--- src/ptat_pkg.sv ---
// types and codes shared by the page table translation block
`timescale 1ns / 1ps

package ptat_pkg;

	localparam int STATUS_W = 3;
	localparam int FRAME_W  = 3;
	localparam int PHYS_W   = 11;
	localparam int PAGE_W   = 5;
	localparam int VADDR_W  = 16;

	localparam logic OP_ALLOC = 1'b0;
	localparam logic OP_XLATE = 1'b1;

	localparam logic [STATUS_W-1:0] ST_OK       = 3'd0;
	localparam logic [STATUS_W-1:0] ST_MAPPED   = 3'd1;
	localparam logic [STATUS_W-1:0] ST_INVALID  = 3'd2;
	localparam logic [STATUS_W-1:0] ST_NO_FRAME = 3'd3;
	localparam logic [STATUS_W-1:0] ST_FAULT    = 3'd4;

	typedef struct packed {
		logic               op;
		logic [PAGE_W-1:0]  vpage;
		logic [VADDR_W-1:0] vaddr;
	} req_t;

	typedef struct packed {
		logic [STATUS_W-1:0] status;
		logic [FRAME_W-1:0]  frame;
		logic [PHYS_W-1:0]   paddr;
	} rsp_t;

endpackage

--- src/page_table_alloc_translate_top.sv ---
// page table with frame allocation and address translation, top level
//
//   channel   signals          transfer when
//   request   start, req       start high and busy low
//   result    done, rsp        done high, one cycle, no back pressure
//
// one request per cycle; its result is registered through vld_s1 and then done_q and rsp_q
// the frame map lives in a synchronous memory read at accept
// a write in the same cycle to the page being read is forwarded
// frames are taken in order and never freed, so a fill count stands for the busy map
// reset clears valid bits and the fill count at once; no clearing pass
// busy stays low: the block never stalls, and the receiver cannot stall
`timescale 1ns / 1ps

module page_table_alloc_translate_top
	import ptat_pkg::*;
#(
	parameter int NUM_PAGES    = 16,
	parameter int NUM_FRAMES_P = 8,
	parameter int PAGE_BYTES   = 256
) (
	input  logic clk,
	input  logic arst_n,
	input  logic start,
	output logic busy,
	input  req_t req,
	output logic done,
	output rsp_t rsp
);

	localparam int PW  = (NUM_PAGES > 1) ? $clog2(NUM_PAGES) : 1;
	localparam int FW  = (NUM_FRAMES_P > 1) ? $clog2(NUM_FRAMES_P) : 1;
	localparam int FCW = $clog2(NUM_FRAMES_P + 1);
	localparam int OW  = $clog2(PAGE_BYTES);
	localparam int SPW = VADDR_W + 1;

	logic accept;
	logic [SPW-1:0] va_page;
	logic [SPW-1:0] sel_page;
	logic [PW-1:0]  in_idx;
	logic           in_range;

	logic          vld_s1;
	logic          op_s1;
	logic          inr_s1;
	logic [PW-1:0] idx_s1;
	logic [OW-1:0] off_s1;
	logic [FW-1:0] rd_frame_s1;
	logic          fwd_s1;
	logic [FW-1:0] fwd_frame_s1;

	logic [FW-1:0]    frame_mem [NUM_PAGES];
	logic [NUM_PAGES-1:0] entry_valid_q;
	logic [FCW-1:0]   next_frame_q;

	logic          wr_en;
	logic [FW-1:0] wr_frame;
	logic [FW-1:0] cur_frame;
	logic          hit;
	rsp_t          rsp_d;
	logic [FW+OW-1:0] phys_full;

	logic done_q;
	rsp_t rsp_q;

	assign busy   = 1'b0;
	assign accept = start && !busy;

	assign va_page  = SPW'(req.vaddr) >> OW;
	assign sel_page = (req.op == OP_XLATE) ? va_page : SPW'(req.vpage);
	assign in_range = sel_page < SPW'(NUM_PAGES);
	assign in_idx   = sel_page[PW-1:0];

	always_ff @(posedge clk or negedge arst_n) begin
		if (!arst_n) begin
			vld_s1 <= 1'b0;
		end else begin
			vld_s1 <= accept;
		end
	end

	always_ff @(posedge clk) begin
		if (accept) begin
			op_s1        <= req.op;
			inr_s1       <= in_range;
			idx_s1       <= in_idx;
			off_s1       <= req.vaddr[OW-1:0];
			fwd_s1       <= wr_en && (idx_s1 == in_idx);
			fwd_frame_s1 <= wr_frame;
		end
	end

	// frame map memory
	always_ff @(posedge clk) begin
		if (wr_en) begin
			frame_mem[idx_s1] <= wr_frame;
		end
		if (accept) begin
			rd_frame_s1 <= frame_mem[in_idx];
		end
	end

	assign hit       = entry_valid_q[idx_s1];
	assign cur_frame = fwd_s1 ? fwd_frame_s1 : rd_frame_s1;
	assign wr_frame  = next_frame_q[FW-1:0];
	assign phys_full = {cur_frame, off_s1};

	always_comb begin
		wr_en = 1'b0;
		rsp_d = '0;
		if (!inr_s1) begin
			rsp_d.status = ST_INVALID;
		end else if (op_s1 == OP_ALLOC) begin
			if (hit) begin
				rsp_d.status = ST_MAPPED;
				rsp_d.frame  = FRAME_W'(cur_frame);
			end else if (next_frame_q == FCW'(NUM_FRAMES_P)) begin
				rsp_d.status = ST_NO_FRAME;
			end else begin
				rsp_d.status = ST_OK;
				rsp_d.frame  = FRAME_W'(wr_frame);
				wr_en        = vld_s1;
			end
		end else begin
			if (!hit) begin
				rsp_d.status = ST_FAULT;
			end else begin
				rsp_d.status = ST_OK;
				rsp_d.paddr  = PHYS_W'(phys_full);
			end
		end
	end

	always_ff @(posedge clk or negedge arst_n) begin
		if (!arst_n) begin
			entry_valid_q <= '0;
			next_frame_q  <= '0;
			done_q        <= 1'b0;
		end else begin
			done_q <= vld_s1;
			if (wr_en) begin
				entry_valid_q[idx_s1] <= 1'b1;
				next_frame_q          <= next_frame_q + FCW'(1);
			end
		end
	end

	always_ff @(posedge clk) begin
		if (vld_s1) begin
			rsp_q <= rsp_d;
		end
	end

	assign done = done_q;
	assign rsp  = rsp_q;

endmodule

--- config.mk ---
export PLATFORM = sky130hd
export DESIGN_NAME = page_table_alloc_translate_top
export DESIGN_NICKNAME = d
export VERILOG_FILES = /design/src/ptat_pkg.sv /design/src/page_table_alloc_translate_top.sv
export SDC_FILE = /design/constraint.sdc
export NUM_CORES = 1
export LEC_CHECK = 0
export BUFFER_PORTS_ARGS = -buffer_cell sky130_fd_sc_hd__buf_2
export CORE_MARGIN = 5
export CORE_UTILIZATION = 60
export DETAILED_ROUTE_END_ITERATION = 10
export PLACE_DENSITY = 0.78
export SLEW_MARGIN = 40
export SYNTH_ARGS = -nofsm -noshare
export SYNTH_HDL_FRONTEND = slang
export SYNTH_SLANG_ARGS = --single-unit
--- constraint.sdc ---
create_clock -name clk -period 3.5 [get_ports clk]
set_input_delay 0.7 -clock clk [delete_from_list [all_inputs] [get_ports clk]]
set_output_delay 0.7 -clock clk [all_outputs]
set_load 0.02 [all_outputs]
# Word level (Yosys, flattened, before mapping)
# Memories as Yosys holds them, arrays and structs flattened. A register that Yosys moved wholly into a read port is not among the register bits.
# Index checks and enable logic that the tools add are counted.
[op_classes]
add_sub_neg = 1
multipliers = 0
div_mod_pow = 0
n_lt_le_gt_ge = 3
eq_ne = 2
n_shift = 0
muxes = 17
bitwise = 2
n_reduce_logical = 4
[op_table]
columns = ["op", "count"]
rows = [
  ["16-bit bitwise OR", 1],
  ["3-bit 2-to-1 mux", 4],
  ["8-bit by 5-bit < comparator with 1-bit output, second input constant", 1],
  ["1-bit 2-to-1 mux", 8],
  ["8-bit 2-to-1 mux", 1],
  ["6-bit 2-to-1 mux", 1],
  ["4-bit by 5-bit < comparator with 1-bit output, second input constant", 1],
  ["4-bit by 1-bit adder with 4-bit output, second input constant", 1],
  ["1-bit binary-select mux with 4-bit select", 1],
  ["1-bit demux with 4-bit select", 1],
  ["4-bit == test", 1],
  ["4-bit == test, second input constant", 1],
  ["4-bit by 1-bit greater-or-equal comparator with 1-bit output, second input constant", 1],
  ["3-bit AND reduction", 1],
  ["1-bit logical AND", 2],
  ["2-bit 2-to-1 mux", 1],
  ["2-bit OR reduction", 1],
  ["1-bit inverter", 1],
]
[totals]
register_bits = 57
latchBits = 0
ram_bits = 48
romBits = 0
in_bits = 25
out_inout_bits = 19
word_cells = 43
n_memories = 1
[memory_table]
columns = ["memory", "words", "word_bits", "read_ports", "rd_ports_with_merged_regs", "write_ports", "line_no", "text"]
rows = [
  ["frame_mem", 16, 3, 1, 1, 1, "page_table_alloc_translate_top.sv:52", "logic [FW-1:0] frame_mem [NUM_PAGES];"],
]

# Depth between registers and ports, before layout
[depth]
depth_word = 7
ltp_mapped = 8

# Least setup slack after synthesis
# Ideal clock, no wire load.
[synth_path]
kind = "input to register"
start = "input req[21] (netlist bit)"
end = "register rd_frame_s1[0], read port of frame_mem (data pin)"
arrival_ns = 1.949
slack_ns = 1.280
stages = 8
cell_sequence = "buf_2 > mux2i_4 > inv_4 > buf_2 > nand2_1 > nand3_1 > a32oi_1 > o221ai_1"
[synth_via]
elab_chain_cells = 1
[synth_rtl]
columns = ["element", "line_no", "text"]
rows = [
  ["start, declared", "page_table_alloc_translate_top.sv:26", "input req_t req,"],
  ["8-bit 2-to-1 mux", "page_table_alloc_translate_top.sv:70", "assign sel_page = (req.op == OP_XLATE) ? va_page : SPW'(req.vpage);"],
  ["end, declared", "page_table_alloc_translate_top.sv:48", "logic [FW-1:0] rd_frame_s1;"],
]
# No other way between the ends.
# A chain may end at the register's enable or synchronous reset.

# Final worst setup path
# Ends and elaborated chain as after synthesis.

==> impl_metrics.env <==
export IMPL_status="finished, final reports clean"
export IMPL_grt_max_degree=27
export IMPL_post_place_cells=457
export IMPL_slowest_delay_ns=0.60
export IMPL_worst_clock_skew_ns=0.00514
export IMPL_ant_nets=0
export IMPL_p_per_area_mw_per_mm2=582
export IMPL_report_final_slew_viol_count=0
export IMPL_clkLatencyLatePin_ns=0.36
export IMPL_drive_gt1_frac=0.198
export IMPL_synthArstFlopShare=0.204
export IMPL_hp_class="in -> async"
export IMPL_final_cell_count_no_fill=473
export IMPL_die_width_um=96.8
export IMPL_nNetsFinal=396
export IMPL_worstPathRequired_ns=3.59
export IMPL_wire_per_inst_um=18.4
export IMPL_core_mm2=0.00729
export IMPL_n_antenna_cell=0
export IMPL_dr_pass1_iters=5
export IMPL_gp_congestion=0.868
export IMPL_drtIter0Drc=267
export IMPL_fin_tns_setup_ns=0
export IMPL_cts_resized_gates=0
export IMPL_fill_cells=520
export IMPL_synth_fp_nets=353
export IMPL_worstSetupStartpointType="input pin"
export IMPL_utilization=0.684
export IMPL_hold_viol_final=0
export IMPL_fp_dieH_um=96.8
export IMPL_area_delta_synth_final_pct=10.4
export IMPL_numClockSinks=108
export IMPL_finalCritPeriodShare=0.700
export IMPL_worst_pin_slew_ns=0.596
export IMPL_cts_made_buffers=9
export IMPL_rsz0062_at_grt="no"
export IMPL_worstPathArrival_ns=2.54
export IMPL_post_cts_repair_setup_buffers=0
export IMPL_end_kind="register"
export IMPL_seq_area_mm2=0.00313
export IMPL_grt_pass1_vias=2688
export IMPL_synth_edf_count=86
export IMPL_cp_common_cell="mux2i_1"
export IMPL_pin_count=44
export IMPL_grt_use_total=0.196
export IMPL_h_tree_depth=3
export IMPL_synthCells=326
export IMPL_ys_flop_type="edfxtp_1"
export IMPL_path_clk_slew_ns=0.10
export IMPL_wl_mm=8.70
export IMPL_synth_distinct_cells=44
export IMPL_vias_per_cell=5.75
export IMPL_ctsLongestPathBuffers=2
export IMPL_fmax_mhz=408
export IMPL_fin_crit_ns=2.45
export IMPL_maxCapViolations=0
export IMPL_drc=0
export IMPL_dr_total_vias=2719
export IMPL_setup_viol=0
export IMPL_syn_area_mm2=0.00452
export IMPL_crit_path_cell_trace="buf_2, mux2i_4, inv_4, mux2i_1, mux2i_1, a32oi_1, o221ai_1"
export IMPL_peakVddDrop_mv=0.370
export IMPL_slew_headroom=0.594
export IMPL_cts_tree="yes"
export IMPL_dieArea_mm2=0.00937
export IMPL_cts_hold_fix_buffers=0
export IMPL_p_leak_nw=1.99
export IMPL_critical_path_class="in -> reg"
export IMPL_cpMaxStageDelayCell="mux2i_4"
export IMPL_yosysSeqAreaShare=0.693
export IMPL_critical_path_max_fanout=26
export IMPL_initial_core_util=0.620
export IMPL_grt_pass1_wl_mm=14.4
export IMPL_gr_total_overflow=0
export IMPL_antenna_found_initial=0
export IMPL_root_buffer="clkbuf_8"
export IMPL_row_count=31
export IMPL_syn_avg_cell_area_um2=13.9
export IMPL_numPortBuffers=42
export IMPL_dp_hpwl_mm=6.00
export IMPL_yosysWarnings=0
export IMPL_multi_input_area_mm2=0.00125
export IMPL_ys_seq_elements=108
-- worst max-delay path, delay by kind of cell --
family                 cells  cell delay (ns)
buffers and inverters      2             0.46
AOI/OAI and AO/OA          2             0.39
muxes                      3             0.98
-- layer usage --
layer	wire length (µm)	global-route usage	vias to the layer above
met3	717	0.0576	18
met1	3820	0.275	1303
met4	159	0.0551	0
li1	-	-	1269
met5	0	0	-
met2	4010	0.300	129
-- per-stage QoR --
stage	cell area, µm²	setup WS, ns	hold WS (ns)	total power (W)
finish	4990	1.05	0.283	0.00290
global placement	4790	0.906	0.438	0.00218
detailed placement	4790	0.674	0.448	0.00219
global route	4990	0.840	0.304	0.00305
CTS	4990	1.05	0.291	0.00292
floorplan	4520	1.28	0.404	0.00200
-- synthesized netlist by cell type, types with 4 or more instances --
cell type  instances  share of area
a21o_1             4         0.0066
a22oi_1            4         0.0066
and2_1             7         0.0097
and4_1             8          0.016
buf_2              6         0.0066
dfrtp_1           22           0.12
edfxtp_1          86           0.57
inv_1              5         0.0042
mux2i_1           24          0.053
nand2_1           54          0.045
nand2b_1           4         0.0055
nand3_1           15          0.017
nor2_1            17          0.014
o21ai_0            8         0.0089
o21bai_1          12          0.020
xnor2_1            5         0.0097
-- sequential cells by signal (all words and copies together), names as in the netlist, 3 cells and up --
signal / flops
rsp: 17
entry_valid_q: 16
frame_mem: 48
idx_s1: 4
fwd_frame_s1: 3
off_s1: 8
rd_frame_s1: 3
next_frame_q: 4
-- logic make-up (layout without fill, tap and decap cells) --
kind of cell               count (synthesis)  count (layout)  synth area share
AOI/OAI and AO/OA                         39              39            0.0637
xor gates and xnor gates                   7               7            0.0136
adders and majority gates                  2               2           0.00554
buffers and inverters                     22              70            0.0288
DFF                                      108             108             0.693
muxes                                     28              28            0.0665
other                                      1               1          0.000830
and+or+nand+nor                          119             119             0.128
-- path summary, 6_finish.rpt --
| kind | startpoint | cells after the start | endpoint | slack, ns |
|---|---|---|---|---|
| worst max register to register | idx_s1[1]$_DFFE_PP_ | 5 | frame_mem[9][0]$_DFFE_PP_ | 1.07 |
| worst max-delay path | req[21] | 7 | rd_frame_s1[0]$_DFFE_PP_ | 1.05 |
| worst min register to register | entry_valid_q[12]$_DFFE_PN0P_ | 1 | entry_valid_q[12]$_DFFE_PN0P_ | 0.47 |
| max in group asynchronous | arst_n | 1 | entry_valid_q[8]$_DFFE_PN0P_ | 2.89 |
| min in group clk | entry_valid_q[12]$_DFFE_PN0P_ | 1 | entry_valid_q[12]$_DFFE_PN0P_ | 0.47 |
| worst min-delay path | arst_n | 1 | vld_s1$_DFF_PN0_ | 0.28 |
-- final cells by class --
| class | instances | share of cell area |
|---|---|---|
| Sequential cell | 108 | 0.628 |
| Inverter | 6 | 0.00502 |
| Multi-Input combinational cell | 196 | 0.252 |
| Clock buffer | 9 | 0.0248 |
| Timing Repair Buffer | 48 | 0.0512 |
| Clock inverter | 7 | 0.0148 |
| Tap cell | 99 | 0.0248 |
-- cell usage in the layout (no fill, tap or decap), types with 2 or more instances in the layout --
master	count
a21o_1	4
a22oi_1	4
a32oi_1	3
and2_1	7
and3b_1	2
and4_1	8
buf_2	42
buf_4	6
clkbuf_8	9
dfrtp_1	22
edfxtp_1	86
ha_1	2
inv_1	5
inv_6	2
mux2_2	2
mux2i_1	24
nand2_1	54
nand2b_1	4
nand3_1	15
nand3b_1	2
nand4_1	2
nor2_1	17
nor2b_1	3
o21ai_0	8
o21bai_1	12
o221ai_1	3
xnor2_1	5
xor2_1	2
-- where the power goes --
part | leakage (nW) | switching [W] | internal (W)
Clock | 0.0962 | 0.000411 | 0.000334
Combinational | 0.794 | 0.000315 | 0.000177
Sequential | 1.10 | 0.0000656 | 0.00160
No activity file was read; power rests on OpenSTA's default activity.
